--- config.mk ---
export PLATFORM = sky130hd
export DESIGN_NAME = weighted_lru_cache_policy_flat
export DESIGN_NICKNAME = d
export VERILOG_FILES = /design/src/hw/rtl/wlru_pkg.sv /design/src/hw/rtl/wlru_ifs.sv /design/src/hw/rtl/wlru_ram.sv /design/src/hw/rtl/wlru_ctrl.sv /design/src/hw/rtl/wlru_dp.sv /design/src/hw/rtl/weighted_lru_cache_policy.sv /design/src/flat_wrapper.sv
export SDC_FILE = /design/constraint.sdc
export NUM_CORES = 2
export LEC_CHECK = 0
export ABC_AREA = 1
export ABC_CLOCK_PERIOD_IN_PS = 8800
export BUFFER_PORTS_ARGS = -buffer_cell sky130_fd_sc_hd__buf_2
export CELL_PAD_IN_SITES_DETAIL_PLACEMENT = 2
export CELL_PAD_IN_SITES_GLOBAL_PLACEMENT = 2
export CORE_AREA = 5 5 506 358
export CTS_BUF_LIST = sky130_fd_sc_hd__clkbuf_4 sky130_fd_sc_hd__clkbuf_8
export DETAILED_ROUTE_END_ITERATION = 8
export DIE_AREA = 0 0 511 363
export PLACE_DENSITY = 0.87
export SYNTH_ARGS = -nofsm -noshare
export SYNTH_HDL_FRONTEND = slang
export SYNTH_SLANG_ARGS = --single-unit
--- constraint.sdc ---
create_clock -name clk -period 8.8 [get_ports clk]
set_input_delay 0.44 -clock clk [delete_from_list [all_inputs] [get_ports clk]]
set_output_delay 0.44 -clock clk [all_outputs]
set_load 0.01 [all_outputs]
--- src/hw/rtl/wlru_pkg.sv ---
// shared constants, payload types and controller/datapath structs
package wlru_pkg;

	localparam int KEY_W        = 32;
	localparam int WEIGHT_W     = 25;
	localparam int STAMP_W      = 32;
	localparam int SETTING_W    = 10;
	localparam int BUDGET_W     = 27;
	localparam int TOTAL_OUT_W  = 28;
	localparam int COUNT_OUT_W  = 5;
	localparam int WLRU_ENTRIES = 16;

	localparam logic [BUDGET_W-1:0] BUDGET_UNIT        = 27'd100000;
	localparam logic [BUDGET_W-1:0] DEFAULT_BUDGET_RST = 27'd2000000;

	// configuration port
	localparam int CFG_IDX_W  = 1;
	localparam int CFG_DATA_W = 27;
	localparam logic [CFG_IDX_W-1:0] REG_BUDGET_SETTING = 1'b0;
	localparam logic [CFG_IDX_W-1:0] REG_DEFAULT_BUDGET = 1'b1;

	typedef struct packed {
		logic [KEY_W-1:0]    key;
		logic [WEIGHT_W-1:0] weight;
	} req_item_t;

	typedef struct packed {
		logic                   is_eviction;
		logic [KEY_W-1:0]       evicted_key;
		logic                   hit;
		logic [TOTAL_OUT_W-1:0] total_weight;
		logic [COUNT_OUT_W-1:0] entry_count;
		logic                   last;
	} rsp_item_t;

	typedef struct packed {
		logic load;       // latch request, restart lookup scan
		logic look;       // lookup scan running
		logic start_old;  // restart oldest-entry scan
		logic old;        // oldest-entry scan running
		logic hit_wr;     // refresh stamp of hit slot, send final result
		logic evict;      // drop oldest slot, send eviction result
		logic insert;     // fill free slot, send final result
	} ctrl_cmd_t;

	typedef struct packed {
		logic match;
		logic scan_done;
		logic over_budget;
		logic empty;
		logic full;
		logic out_free;
	} ctrl_sts_t;

endpackage

--- src/hw/rtl/wlru_ifs.sv ---
// request and response channel interfaces
interface wlru_req_if import wlru_pkg::*; ();
	logic      valid;
	logic      ready;
	req_item_t item;

	modport source (output valid, output item, input ready);
	modport sink (input valid, input item, output ready);
endinterface

interface wlru_rsp_if import wlru_pkg::*; ();
	logic      valid;
	logic      ready;
	rsp_item_t item;

	modport source (output valid, output item, input ready);
	modport sink (input valid, input item, output ready);
endinterface

--- src/hw/rtl/wlru_ram.sv ---
// generic single-write, single-read ram with registered read data
module wlru_ram #(
	parameter int WIDTH = 8,
	parameter int DEPTH = 16
) (
	input  logic                     clk,
	input  logic                     we,
	input  logic [$clog2(DEPTH)-1:0] waddr,
	input  logic [WIDTH-1:0]         wdata,
	input  logic [$clog2(DEPTH)-1:0] raddr,
	output logic [WIDTH-1:0]         rdata
);
	logic [WIDTH-1:0] mem [DEPTH];

	always_ff @(posedge clk) begin
		if (we) begin
			mem[waddr] <= wdata;
		end
		rdata <= mem[raddr];
	end
endmodule

--- src/hw/rtl/wlru_ctrl.sv ---
// access sequencer: lookup, budget and full-table evictions, insert
module wlru_ctrl import wlru_pkg::*; (
	input  logic       clk,
	input  logic       arst_n,
	input  logic       req_valid,
	output logic       req_ready,
	input  ctrl_sts_t  sts,
	output ctrl_cmd_t  cmd
);
	localparam logic [2:0] ST_IDLE   = 3'd0;
	localparam logic [2:0] ST_LOOK   = 3'd1;
	localparam logic [2:0] ST_HIT    = 3'd2;
	localparam logic [2:0] ST_CHECK  = 3'd3;
	localparam logic [2:0] ST_SCAN   = 3'd4;
	localparam logic [2:0] ST_EVICT  = 3'd5;
	localparam logic [2:0] ST_INSERT = 3'd6;

	logic [2:0] state_q;
	logic [2:0] state_nxt;

	always_comb begin
		state_nxt = state_q;
		cmd       = '0;
		req_ready = 1'b0;
		case (state_q)
			ST_IDLE: begin
				req_ready = 1'b1;
				if (req_valid) begin
					cmd.load  = 1'b1;
					state_nxt = ST_LOOK;
				end
			end
			ST_LOOK: begin
				cmd.look = 1'b1;
				if (sts.match) begin
					state_nxt = ST_HIT;
				end else if (sts.scan_done) begin
					state_nxt = ST_CHECK;
				end
			end
			ST_HIT: begin
				if (sts.out_free) begin
					cmd.hit_wr = 1'b1;
					state_nxt  = ST_IDLE;
				end
			end
			ST_CHECK: begin
				if ((sts.over_budget && !sts.empty) || sts.full) begin
					cmd.start_old = 1'b1;
					state_nxt     = ST_SCAN;
				end else begin
					state_nxt = ST_INSERT;
				end
			end
			ST_SCAN: begin
				cmd.old = 1'b1;
				if (sts.scan_done) begin
					state_nxt = ST_EVICT;
				end
			end
			ST_EVICT: begin
				if (sts.out_free) begin
					cmd.evict = 1'b1;
					state_nxt = ST_CHECK;
				end
			end
			ST_INSERT: begin
				if (sts.out_free) begin
					cmd.insert = 1'b1;
					state_nxt  = ST_IDLE;
				end
			end
			default: begin
				state_nxt = ST_IDLE;
			end
		endcase
	end

	always_ff @(posedge clk or negedge arst_n) begin
		if (!arst_n) begin
			state_q <= ST_IDLE;
		end else begin
			state_q <= state_nxt;
		end
	end
endmodule

--- src/hw/rtl/wlru_dp.sv ---
// datapath: slot table, scan pipeline, totals, config and result register
module wlru_dp import wlru_pkg::*; #(
	parameter int ENTRIES = WLRU_ENTRIES
) (
	input  logic                  clk,
	input  logic                  arst_n,
	input  logic                  cfg_wr_en,
	input  logic [CFG_IDX_W-1:0]  cfg_index,
	input  logic [CFG_DATA_W-1:0] cfg_wdata,
	input  req_item_t             req_item,
	output logic                  rsp_valid,
	output rsp_item_t             rsp_item,
	input  logic                  rsp_ready,
	input  ctrl_cmd_t             cmd,
	output ctrl_sts_t             sts
);
	localparam int IDX_W   = $clog2(ENTRIES);
	localparam int CNT_W   = $clog2(ENTRIES + 1);
	localparam int TOTAL_W = WEIGHT_W + IDX_W + 3;
	localparam int WORD_W  = KEY_W + WEIGHT_W + STAMP_W;
	localparam int EXT_W   = (CNT_W > COUNT_OUT_W) ? CNT_W : COUNT_OUT_W;

	// configuration
	logic [SETTING_W-1:0] setting_q;
	logic [BUDGET_W-1:0]  default_q;
	logic [BUDGET_W-1:0]  budget_q;
	logic [BUDGET_W-1:0]  budget_prod;

	// request
	logic [KEY_W-1:0]    key_q;
	logic [WEIGHT_W-1:0] weight_q;

	// scan pipeline
	logic [IDX_W:0]   scan_cnt_q;
	logic             issue;
	logic             v_s1;
	logic [IDX_W-1:0] idx_s1;
	logic             slot_vld;

	// ram
	logic              ram_we;
	logic [IDX_W-1:0]  ram_waddr;
	logic [WORD_W-1:0] ram_wdata;
	logic [WORD_W-1:0] rd_word;
	logic [KEY_W-1:0]    rd_key;
	logic [WEIGHT_W-1:0] rd_wt;
	logic [STAMP_W-1:0]  rd_stamp;

	// slot tracking
	logic [ENTRIES-1:0]  valid_q;
	logic [IDX_W-1:0]    free_q;
	logic                free_found_q;
	logic [IDX_W-1:0]    hit_slot_q;
	logic [WEIGHT_W-1:0] hit_wt_q;
	logic [IDX_W-1:0]    best_q;
	logic                best_found_q;
	logic [STAMP_W-1:0]  best_stamp_q;
	logic [KEY_W-1:0]    best_key_q;
	logic [WEIGHT_W-1:0] best_wt_q;

	// totals
	logic [TOTAL_W-1:0] total_q;
	logic [TOTAL_W-1:0] total_nxt;
	logic [CNT_W-1:0]   count_q;
	logic [CNT_W-1:0]   count_nxt;
	logic [EXT_W-1:0]   count_ext;
	logic [STAMP_W-1:0] clock_q;

	logic      emit;
	logic      out_free;
	rsp_item_t rsp_item_q;
	logic      rsp_valid_q;

	assign budget_prod = BUDGET_W'(setting_q) * BUDGET_UNIT;

	always_ff @(posedge clk or negedge arst_n) begin
		if (!arst_n) begin
			setting_q <= '0;
			default_q <= DEFAULT_BUDGET_RST;
			budget_q  <= DEFAULT_BUDGET_RST;
		end else begin
			budget_q <= (setting_q != '0) ? budget_prod : default_q;
			if (cfg_wr_en) begin
				case (cfg_index)
					REG_BUDGET_SETTING: setting_q <= cfg_wdata[SETTING_W-1:0];
					REG_DEFAULT_BUDGET: default_q <= cfg_wdata[BUDGET_W-1:0];
					default: ;
				endcase
			end
		end
	end

	always_ff @(posedge clk) begin
		if (cmd.load) begin
			key_q    <= req_item.key;
			weight_q <= req_item.weight;
		end
	end

	// scan address counter, one slot per cycle
	assign issue = (cmd.look || cmd.old) && (scan_cnt_q < (IDX_W + 1)'(ENTRIES));

	always_ff @(posedge clk or negedge arst_n) begin
		if (!arst_n) begin
			scan_cnt_q <= '0;
			v_s1       <= 1'b0;
		end else begin
			v_s1 <= issue;
			if (cmd.load || cmd.start_old) begin
				scan_cnt_q <= '0;
			end else if (issue) begin
				scan_cnt_q <= scan_cnt_q + (IDX_W + 1)'(1);
			end
		end
	end

	always_ff @(posedge clk) begin
		idx_s1 <= scan_cnt_q[IDX_W-1:0];
	end

	assign ram_we    = cmd.hit_wr || cmd.insert;
	assign ram_waddr = cmd.hit_wr ? hit_slot_q : free_q;
	assign ram_wdata = {key_q, (cmd.hit_wr ? hit_wt_q : weight_q), clock_q};

	wlru_ram #(
		.WIDTH(WORD_W),
		.DEPTH(ENTRIES)
	) u_slot_ram (
		.clk  (clk),
		.we   (ram_we),
		.waddr(ram_waddr),
		.wdata(ram_wdata),
		.raddr(scan_cnt_q[IDX_W-1:0]),
		.rdata(rd_word)
	);

	assign rd_stamp = rd_word[STAMP_W-1:0];
	assign rd_wt    = rd_word[STAMP_W +: WEIGHT_W];
	assign rd_key   = rd_word[STAMP_W + WEIGHT_W +: KEY_W];
	assign slot_vld = valid_q[idx_s1];

	assign sts.match       = cmd.look && v_s1 && slot_vld && (rd_key == key_q);
	assign sts.scan_done   = v_s1 && (idx_s1 == IDX_W'(ENTRIES - 1));
	assign sts.over_budget = total_q > TOTAL_W'(budget_q);
	assign sts.empty       = (count_q == '0);
	assign sts.full        = (count_q == CNT_W'(ENTRIES));
	assign sts.out_free    = out_free;

	// hit capture and oldest-entry search, lowest slot wins on equal stamps
	always_ff @(posedge clk) begin
		if (sts.match) begin
			hit_slot_q <= idx_s1;
			hit_wt_q   <= rd_wt;
		end
		if (cmd.old && v_s1 && slot_vld && (!best_found_q || rd_stamp < best_stamp_q)) begin
			best_q       <= idx_s1;
			best_stamp_q <= rd_stamp;
			best_key_q   <= rd_key;
			best_wt_q    <= rd_wt;
		end
	end

	always_ff @(posedge clk or negedge arst_n) begin
		if (!arst_n) begin
			best_found_q <= 1'b0;
		end else if (cmd.start_old) begin
			best_found_q <= 1'b0;
		end else if (cmd.old && v_s1 && slot_vld) begin
			best_found_q <= 1'b1;
		end
	end

	// lowest free slot: found during lookup, lowered by evictions
	always_ff @(posedge clk or negedge arst_n) begin
		if (!arst_n) begin
			free_found_q <= 1'b0;
			free_q       <= '0;
		end else if (cmd.load) begin
			free_found_q <= 1'b0;
		end else if (cmd.look && v_s1 && !slot_vld && !free_found_q) begin
			free_found_q <= 1'b1;
			free_q       <= idx_s1;
		end else if (cmd.evict && (!free_found_q || best_q < free_q)) begin
			free_found_q <= 1'b1;
			free_q       <= best_q;
		end
	end

	always_comb begin
		total_nxt = total_q;
		count_nxt = count_q;
		if (cmd.evict) begin
			total_nxt = total_q - TOTAL_W'(best_wt_q);
			count_nxt = count_q - CNT_W'(1);
		end else if (cmd.insert) begin
			total_nxt = total_q + TOTAL_W'(weight_q);
			count_nxt = count_q + CNT_W'(1);
		end
	end

	assign count_ext = EXT_W'(count_nxt);

	always_ff @(posedge clk or negedge arst_n) begin
		if (!arst_n) begin
			valid_q <= '0;
			total_q <= '0;
			count_q <= '0;
			clock_q <= '0;
		end else begin
			total_q <= total_nxt;
			count_q <= count_nxt;
			if (cmd.evict) begin
				valid_q[best_q] <= 1'b0;
			end else if (cmd.insert) begin
				valid_q[free_q] <= 1'b1;
			end
			if (cmd.hit_wr || cmd.insert) begin
				clock_q <= clock_q + STAMP_W'(1);
			end
		end
	end

	// result register
	assign emit     = cmd.hit_wr || cmd.evict || cmd.insert;
	assign out_free = !rsp_valid_q || rsp_ready;

	always_ff @(posedge clk or negedge arst_n) begin
		if (!arst_n) begin
			rsp_valid_q <= 1'b0;
		end else if (emit) begin
			rsp_valid_q <= 1'b1;
		end else if (rsp_ready) begin
			rsp_valid_q <= 1'b0;
		end
	end

	always_ff @(posedge clk) begin
		if (emit) begin
			rsp_item_q.is_eviction  <= cmd.evict;
			rsp_item_q.evicted_key  <= cmd.evict ? best_key_q : '0;
			rsp_item_q.hit          <= cmd.hit_wr;
			rsp_item_q.total_weight <= total_nxt[TOTAL_OUT_W-1:0];
			rsp_item_q.entry_count  <= count_ext[COUNT_OUT_W-1:0];
			rsp_item_q.last         <= !cmd.evict;
		end
	end

	assign rsp_valid = rsp_valid_q;
	assign rsp_item  = rsp_item_q;
endmodule

--- src/hw/rtl/weighted_lru_cache_policy.sv ---
// top level of the weighted lru cache policy block
//
// req channel: one transfer per access, carrying key and pixel weight.
// rsp channel: zero or more eviction results (is_eviction=1, evicted_key set)
// followed by one final result (last=1, hit tells present or inserted).
// every result carries the pixel total and entry count after it.
// config: cfg_wr_en/cfg_index/cfg_wdata write budget_setting (index 0) and
// default_budget (index 1); write only while no access is in flight.
// sequence: the lookup walks the slot table one slot per cycle through the
// slot ram, then a hit writes back its refreshed stamp. a miss adds a budget
// check, per eviction an oldest-entry scan of the same ram port, the eviction
// itself and the next budget check, and then the insert.
// one access is in work at a time; req is ready again as soon as the final
// result sits in the output register.
// reset: all slots invalid, totals and use clock zero, budget from defaults;
// no clearing pass is needed.
// a stalled rsp holds its result; the sequencer waits before each further
// result until the output register frees up.
module weighted_lru_cache_policy import wlru_pkg::*; #(
	parameter int ENTRIES = WLRU_ENTRIES
) (
	input  logic                  clk,
	input  logic                  arst_n,
	input  logic                  cfg_wr_en,
	input  logic [CFG_IDX_W-1:0]  cfg_index,
	input  logic [CFG_DATA_W-1:0] cfg_wdata,
	wlru_req_if.sink              req,
	wlru_rsp_if.source            rsp
);
	ctrl_cmd_t cmd;
	ctrl_sts_t sts;

	// sequencer: walks lookup, eviction loop and insert
	wlru_ctrl u_ctrl (
		.clk      (clk),
		.arst_n   (arst_n),
		.req_valid(req.valid),
		.req_ready(req.ready),
		.sts      (sts),
		.cmd      (cmd)
	);

	// slot table, scans, totals and the result register
	wlru_dp #(
		.ENTRIES(ENTRIES)
	) u_dp (
		.clk      (clk),
		.arst_n   (arst_n),
		.cfg_wr_en(cfg_wr_en),
		.cfg_index(cfg_index),
		.cfg_wdata(cfg_wdata),
		.req_item (req.item),
		.rsp_valid(rsp.valid),
		.rsp_item (rsp.item),
		.rsp_ready(rsp.ready),
		.cmd      (cmd),
		.sts      (sts)
	);
endmodule

--- src/flat_wrapper.sv ---
// flat-port wrapper written by rule: the top's interface ports become plain ports
module weighted_lru_cache_policy_flat import wlru_pkg::*;
#(
	parameter int ENTRIES = WLRU_ENTRIES
)
  (clk, arst_n, cfg_wr_en, cfg_index, cfg_wdata, req_valid, req_item, req_ready, rsp_valid, rsp_item, rsp_ready);
  wlru_req_if req_i ();
  wlru_rsp_if rsp_i ();
  input  logic clk;
  input  logic arst_n;
  input  logic cfg_wr_en;
  input  logic [CFG_IDX_W-1:0] cfg_index;
  input  logic [CFG_DATA_W-1:0] cfg_wdata;
  input wire logic [$bits(req_i.valid)-1:0] req_valid;
  input wire logic [$bits(req_i.item)-1:0] req_item;
  output wire logic [$bits(req_i.ready)-1:0] req_ready;
  output wire logic [$bits(rsp_i.valid)-1:0] rsp_valid;
  output wire logic [$bits(rsp_i.item)-1:0] rsp_item;
  input wire logic [$bits(rsp_i.ready)-1:0] rsp_ready;
  assign req_i.valid = req_valid;
  assign req_i.item = req_item;
  assign req_ready = req_i.ready;
  assign rsp_valid = rsp_i.valid;
  assign rsp_item = rsp_i.item;
  assign rsp_i.ready = rsp_ready;
  weighted_lru_cache_policy #(.ENTRIES(ENTRIES)) u_core (.clk(clk), .arst_n(arst_n), .cfg_wr_en(cfg_wr_en), .cfg_index(cfg_index), .cfg_wdata(cfg_wdata), .req(req_i), .rsp(rsp_i));
endmodule
# After elaboration in Yosys (flattened, before gate mapping)
# Memories as Yosys holds them, arrays and structs flattened. A register that Yosys moved wholly into a read port is not among the register bits.
# Index checks and enable logic that the tools add are counted.
[totals]
reg_bits = 416
mem_bits_rw = 1424
input_bits = 90
out_inout_bits = 70
elab_cells = 156
n_memories = 1
[mem_list]
columns = ["name", "depth", "word_bits", "read_ports", "rd_ports_with_merged_regs", "write_ports", "line", "rtl"]
rows = [
  ["u_core.u_dp.u_slot_ram.mem", 16, 89, 1, 1, 1, "wlru_ram.sv:13", "logic [WIDTH-1:0] mem [DEPTH];"],
]
[op_classes]
n_addsub = 6
n_mul = 1
n_lt_le_gt_ge = 9
n_eq_ne = 14
n_mux = 47
bitwise_logic = 5
reduce_logical = 43
[op_table]
columns = ["operator", "n"]
rows = [
  ["2-to-1 mux 32 bit", 2],
  ["adder 32 x 1 -> 32 bit, second input constant", 1],
  ["adder 32 x 25 -> 32 bit", 1],
  ["equality test 32 bit", 1],
  ["greater-than comparator 32 x 27 -> 1 bit", 1],
  ["< comparator 32 bit", 1],
  ["2-to-1 mux 16 bit", 2],
  ["subtractor 32 x 25 -> 32 bit", 1],
  ["2-to-1 mux 27 bit", 1],
  ["2-to-1 mux 25 bit", 1],
  ["2-to-1 mux 1 bit", 23],
  ["multiplier 10 x 12 -> 22 bit, second input constant", 1],
  ["2-to-1 mux 5 bit", 4],
  ["2-to-1 mux 3 bit", 6],
  ["case mux 3 bit (6 select lines)", 1],
  ["AND 16 bit", 1],
  ["inverter 16 bit", 1],
  ["OR 16 bit", 1],
  ["< comparator 4 x 5 -> 1 bit, second input constant", 3],
  ["logical AND 1 bit", 14],
  ["2-to-1 mux 4 bit", 3],
  ["adder 5 x 1 -> 5 bit, second input constant", 2],
  ["nonzero test 10 bit", 1],
  ["nonzero test 2 bit", 5],
  ["other kinds (24)", 47],
]

# Longest topological paths before layout
[logic_depth]
depth_word = 8
ltp_mapped = 18
depth_no_buf = 18

# Hierarchy
# Synthesis repeated with hierarchy kept, for this count alone.
[hier_totals]
cells_unflattened = 8523
area_unflattened_um2 = 86201.4
[modules_own_cells]
columns = ["module", "n_inst", "cells_per_inst", "area_per_inst_um2", "seq_area_each_um2"]
rows = [
  ["wlru_ram", 1, 5843, 62526.2, 44542.7],
  ["wlru_dp", 1, 2629, 23377.4, 11568.6],
  ["wlru_ctrl", 1, 51, 297.8, 75.1],
]

# Least setup slack after synthesis
# Ideal clock, no wire load.
[synth_timing]
path_type = "flip-flop to flip-flop"
start = "reg u_core.u_dp.best_stamp_q[19]"
end = "reg u_core.u_dp.best_key_q[0] (enable)"
setup_ps = 576
arrival_ps = 5647
required_time_ps = 8224
path_slack_ps = 2577
stages_incl_launch_ff = 10
n_path_buf = 0
synth_period_minus_slack_ps = 6223
path_cell_list = "edfxtp_1 > inv_1 > ha_1 > a21oi_1 > o21ai_0 > nand4_1 > o211ai_1 > a21oi_1 > nand2_1 > a21oi_1"
[synth_via]
elab_chain_cells = 3
[synth_lines]
columns = ["element", "line", "rtl"]
rows = [
  ["from (decl)", "wlru_dp.sv:57", "logic [STAMP_W-1:0] best_stamp_q;"],
  ["from (signal assigned)", "wlru_dp.sv:157", "best_stamp_q <= rd_stamp;"],
  ["< comparator 32 bit", "wlru_dp.sv:155", "if (cmd.old && v_s1 && slot_vld && (!best_found_q || rd_stamp < best_stamp_q)) begin"],
  ["logical OR 1 bit", "wlru_dp.sv:155", ""],
  ["logical AND 1 bit", "wlru_dp.sv:155", ""],
  ["to (signal assigned)", "wlru_dp.sv:158", "best_key_q <= rd_key;"],
  ["to (decl)", "wlru_dp.sv:58", "logic [KEY_W-1:0] best_key_q;"],
]
# Every way passes these cells.
# A chain may end at the register's enable or synchronous reset.

# Worst setup path after layout
[layout_timing]
start = "reg u_core.u_dp.setting_q[4]"
end = "reg u_core.u_dp.budget_q[20]"
[layout_via]
elab_chain_cells = 2
elab_cells_between_ends = 3
classes_between = "1 x mul; 1 x mux; 1 x reduce/logical"
[layout_lines]
columns = ["element", "line", "rtl"]
rows = [
  ["from (decl)", "wlru_dp.sv:24", "logic [SETTING_W-1:0] setting_q;"],
  ["from (signal assigned)", "wlru_dp.sv:85", "REG_BUDGET_SETTING: setting_q <= cfg_wdata[SETTING_W-1:0];"],
  ["multiplier 10 x 12 -> 22 bit / nonzero test 10 bit (equally long branches)", "wlru_dp.sv:74, wlru_dp.sv:82", ""],
  ["2-to-1 mux 27 bit *", "wlru_dp.sv:82", "budget_q <= (setting_q != '0) ? budget_prod : default_q;"],
  ["to (signal assigned)", "wlru_dp.sv:82", ""],
  ["to (decl)", "wlru_dp.sv:26", "logic [BUDGET_W-1:0] budget_q;"],
]
# Mark *: on every way between the ends. The rest lies on a longest branch, timed or not.

==> flow_summary.toml <==
[outcome]
outcome = "completed"

[timing]
tns_ns = 0
hold_viol = 0
finalMaxSlewViolations = 0
setup_viol = 0
rsz0062_at_grt = "false"
worstMarginPinSlew_ns = 1.38
fin_crit_sh_pct = 62.1
min_period_ns = 5.46
max_freq_ghz = 0.183
max_slew_margin_pct = 6.85
clock_skew_ns = 0.127

[synth]
seq_area_frac_synth_pct = 70.0
syn_area_per_cell_um2 = 12.5
synth_seq_cells = 1929
synth_edf_count = 1671
yosysWarnings = 0
syn_area_um2 = 80300
yosysUniqueCellTypes = 55
synth_top_area_share_pct = 62.5
syn_nets = 6716
synth_area_leaders = "edfxtp_1, nor2_1, dfrtp_1, nand2_1, o21ai_0"
syn_inst = 6413
ys.flop_type = "edfxtp_1"
synth_top_area_cell = "edfxtp_1"
async_flop_share_pct = 8.55

[setup_path]
required_ns = 9.80
critical_path.endpoint_type = "flop"
critPathMaxFanout = 6
critPathKind = "flop to flop"
crit_arrival_ns = 6.46
start_kind = "flop"

[global_routing]
grt_pass1_vias = 68863
grt_usage_pct = 39.0
grt_max_degree = 191
grt_overflow = 0
antenna_found_initial = 35
grt_pass1_wl_mm = 525

[place]
dpl.cell_count = 8702
dpl_cell_area_um2 = 83600
globalplace.congestion = 0.888
place_hpwl_mm = 190
io_buffers = 159

[clock_network]
post_cts_buffers = 0
ctsResizeCount = 0
cts_tree = "built"
clk-insertion-delay-late_ns = 1.12
clockBufferDepth = 4
root_buffer = "clkbuf_8"
cts_buffers = 317
clock_sinks = 1929
htree_levels = 5
cts.clk_slew.worst_paths_ns = 0.09

[power_and_ir_drop]
power_leakage_nw = 32.6
pwr-share-clk_pct = 26.6
peakVddDrop_v = 0.000239
power.switching_mw = 14.0
power_frac_seq_pct = 40.8
intPower_mw = 18.6
p_per_area_nw_per_um2 = 359
swShare_pct = 42.9
pwr-share-comb_pct = 32.6

[cells_and_area]
fillers = 16498
final_cells = 9362
drive_gt1_share_pct = 12.4
areaGrowthSynthToFinish_pct = 13.0
nNetsFinal = 7056
final_cell_area_um2 = 90800

[routing]
num_vias = 63473
ant_nets = 0
vias_per_cell = 6.78
wl_per_cell_um = 39.7
drcViolationCount = 0
drt-total-wl_mm = 371
drt_iter0_markers = 8939
first_pass_iters = 8

[floorplanning]
dieWidth_um = 511
rows = 129
num_io_pins = 160
die_y_um = 363
core_region_area_um2 = 176000
start_util_pct = 45.7
die_area_um2 = 185000

[job]
max_cap_violations = 0

[hold_path]
hp-class = "primary input to flop"
==> flip-flops by register name, indices dropped and copies added, names as in the netlist, 3 cells and up <==
name and cells:
u_core.u_dp.free_q 4, u_core.u_dp.rsp_item 68, u_core.u_dp.best_q 4, u_core.u_dp.hit_wt_q 25, u_core.u_dp.u_slot_ram.rdata 89, u_core.u_dp.default_q 27, u_core.u_dp.idx_s1 4, u_core.u_dp.clock_q 32
u_core.u_ctrl.state_q 3, u_core.u_dp.budget_q 27, u_core.u_dp.best_key_q 32, u_core.u_dp.hit_slot_q 4, u_core.u_dp.weight_q 25, u_core.u_dp.total_q 32, u_core.u_dp.key_q 32, u_core.u_dp.best_wt_q 25
u_core.u_dp.u_slot_ram.mem 1424, u_core.u_dp.scan_cnt_q 5, u_core.u_dp.best_stamp_q 32, u_core.u_dp.setting_q 10, u_core.u_dp.count_q 5, u_core.u_dp.valid_q 16
==> cell usage after synthesis, types with 14 or more instances <==
cell type,number
or2_2,14
xor2_1,31
mux2i_1,141
ha_1,193
dfrtp_1,151
dfstp_2,14
o221ai_1,143
xnor2_1,31
inv_1,390
o32ai_1,216
nand3b_1,14
edfxtp_1,1671
nor2_1,1011
a21oi_1,146
nand2_1,794
clkbuf_1,169
mux2_2,17
o21ai_0,500
o211ai_1,42
fa_1,20
nand4_1,39
buf_1,30
nand3_1,296
nor3_1,33
buf_2,90
dfxtp_1,93
==> critical path: stages, from the launching register on <==
cell      delay [ns]
dfrtp_1         0.49
ha_1            0.41
ha_1            0.30
inv_1           0.07
fa_1            0.51
inv_1           0.06
fa_1            0.49
ha_1            0.35
ha_1            0.43
a21oi_1         0.49
a21boi_0        0.66
o21bai_1        0.32
a21oi_1         0.36
xnor2_1         0.19
nand2_1         0.10
nand2_1         0.20
==> per-stage QoR <==
stage	util (%)	setup slack, ns	total power [mW]	hold slack [ns]
4_1_cts	51.6	3.49	31.5	0.000846
3_3_place_gp	47.5	4.31	21.1	0.417
6_report	51.6	3.34	32.6	0.0625
2_1_floorplan	-	2.58	18.1	0.144
3_5_place_dp	47.5	3.77	22.3	0.429
5_1_grt	51.6	3.39	33.2	0.0410
==> metal layers <==
layer	global-route usage, %	routed length, µm	share of wire (%)	vias up
met1	45.7	130000	35	32453
li1	-	-	-	23913
met2	63.7	175000	47	5247
met3	10.8	37400	10	1832
met5	0	260	0.070	-
met4	25.2	28100	7.6	28
==> logic make-up (layout without fill, tap and decap cells) <==
kind of cell	Yosys count	after routing	share of synthesized area [%]
buf+inv	705	1276	3.50
mux	158	158	2.00
xor+xnor	62	62	0.676
simple gates	2243	2243	11.5
flops	1929	1929	70.0
compound gates	1103	1103	8.85
other cells	0	20	0
fa+ha+maj	213	213	3.51
==> final cells by class <==
cell class | instances | area (µm²) | area share, %
antenna | 20 | 50.0 | 0.0551
clock buffer | 490 | 5930 | 6.53
clock inverter | 60 | 287 | 0.316
inverter | 404 | 1540 | 1.69
multi-input combinational | 3779 | 21500 | 23.6
sequential | 1929 | 56200 | 61.9
tap | 2358 | 2950 | 3.25
timing repair buffer | 322 | 2350 | 2.58
==> final timing paths <==
check	cells past startpoint	startpoint	end	slack, ns
worst min register to register	0	u_core.u_dp.u_slot_ram.rdata[53]$_DFF_P_	u_core.u_dp.best_wt_q[21]$_DFFE_PP_	0.43
min in group asynchronous	4	arst_n	u_core.u_dp.total_q[17]$_DFF_PN0_	0.55
worst max-delay path	15	u_core.u_dp.setting_q[4]$_DFFE_PN0P_	u_core.u_dp.budget_q[20]$_DFF_PN1_	3.34
worst max register to register	15	u_core.u_dp.setting_q[4]$_DFFE_PN0P_	u_core.u_dp.budget_q[20]$_DFF_PN1_	3.34
max in group asynchronous	4	arst_n	u_core.u_dp.setting_q[9]$_DFFE_PN0P_	7.10
worst min-delay path	2	req_item[13]	u_core.u_dp.weight_q[13]$_DFFE_PP_	0.06
==> power by group through the flow <==
stage	Sequential, mW	Clock (mW)	Combinational [mW]
6_report	13.3	8.66	10.6
2_1_floorplan	12.5	0	5.59
3_5_place_dp	13.2	0	9.11
3_3_place_gp	13.0	0	8.12
5_1_grt	13.3	9.04	10.8
4_1_cts	13.1	8.46	9.89
==> cell usage in the layout (no fill, tap or decap), types with 23 or more instances in the layout <==
cell and instances:
buf_2 158, xor2_1 31, clkinv_1 33, nor3_1 33, clkbuf_4 130, o221ai_1 143
nand3_1 296, mux2i_1 141, a21oi_1 145, inv_1 389, nor2_4 26, o32ai_1 216
dfxtp_1 93, dlygate4sd3_1 89, o21ai_0 500, edfxtp_1 1671, clkbuf_8 361, nand2_1 793
o211ai_1 42, nand4_1 39, dfrtp_1 148, ha_1 193, xnor2_1 31, nor2_1 992
buf_4 67, clkinv_2 23
==> what timing repair did <==
| item | 4_1_cts | 5_1_grt |
|---|---|---|
| setup endpoints to repair | 0 | 0 |
| hold buffers | 90 | 0 |
| endpoints found under the hold margin | 151 | 0 |
(Power assumes the default switching activity.)
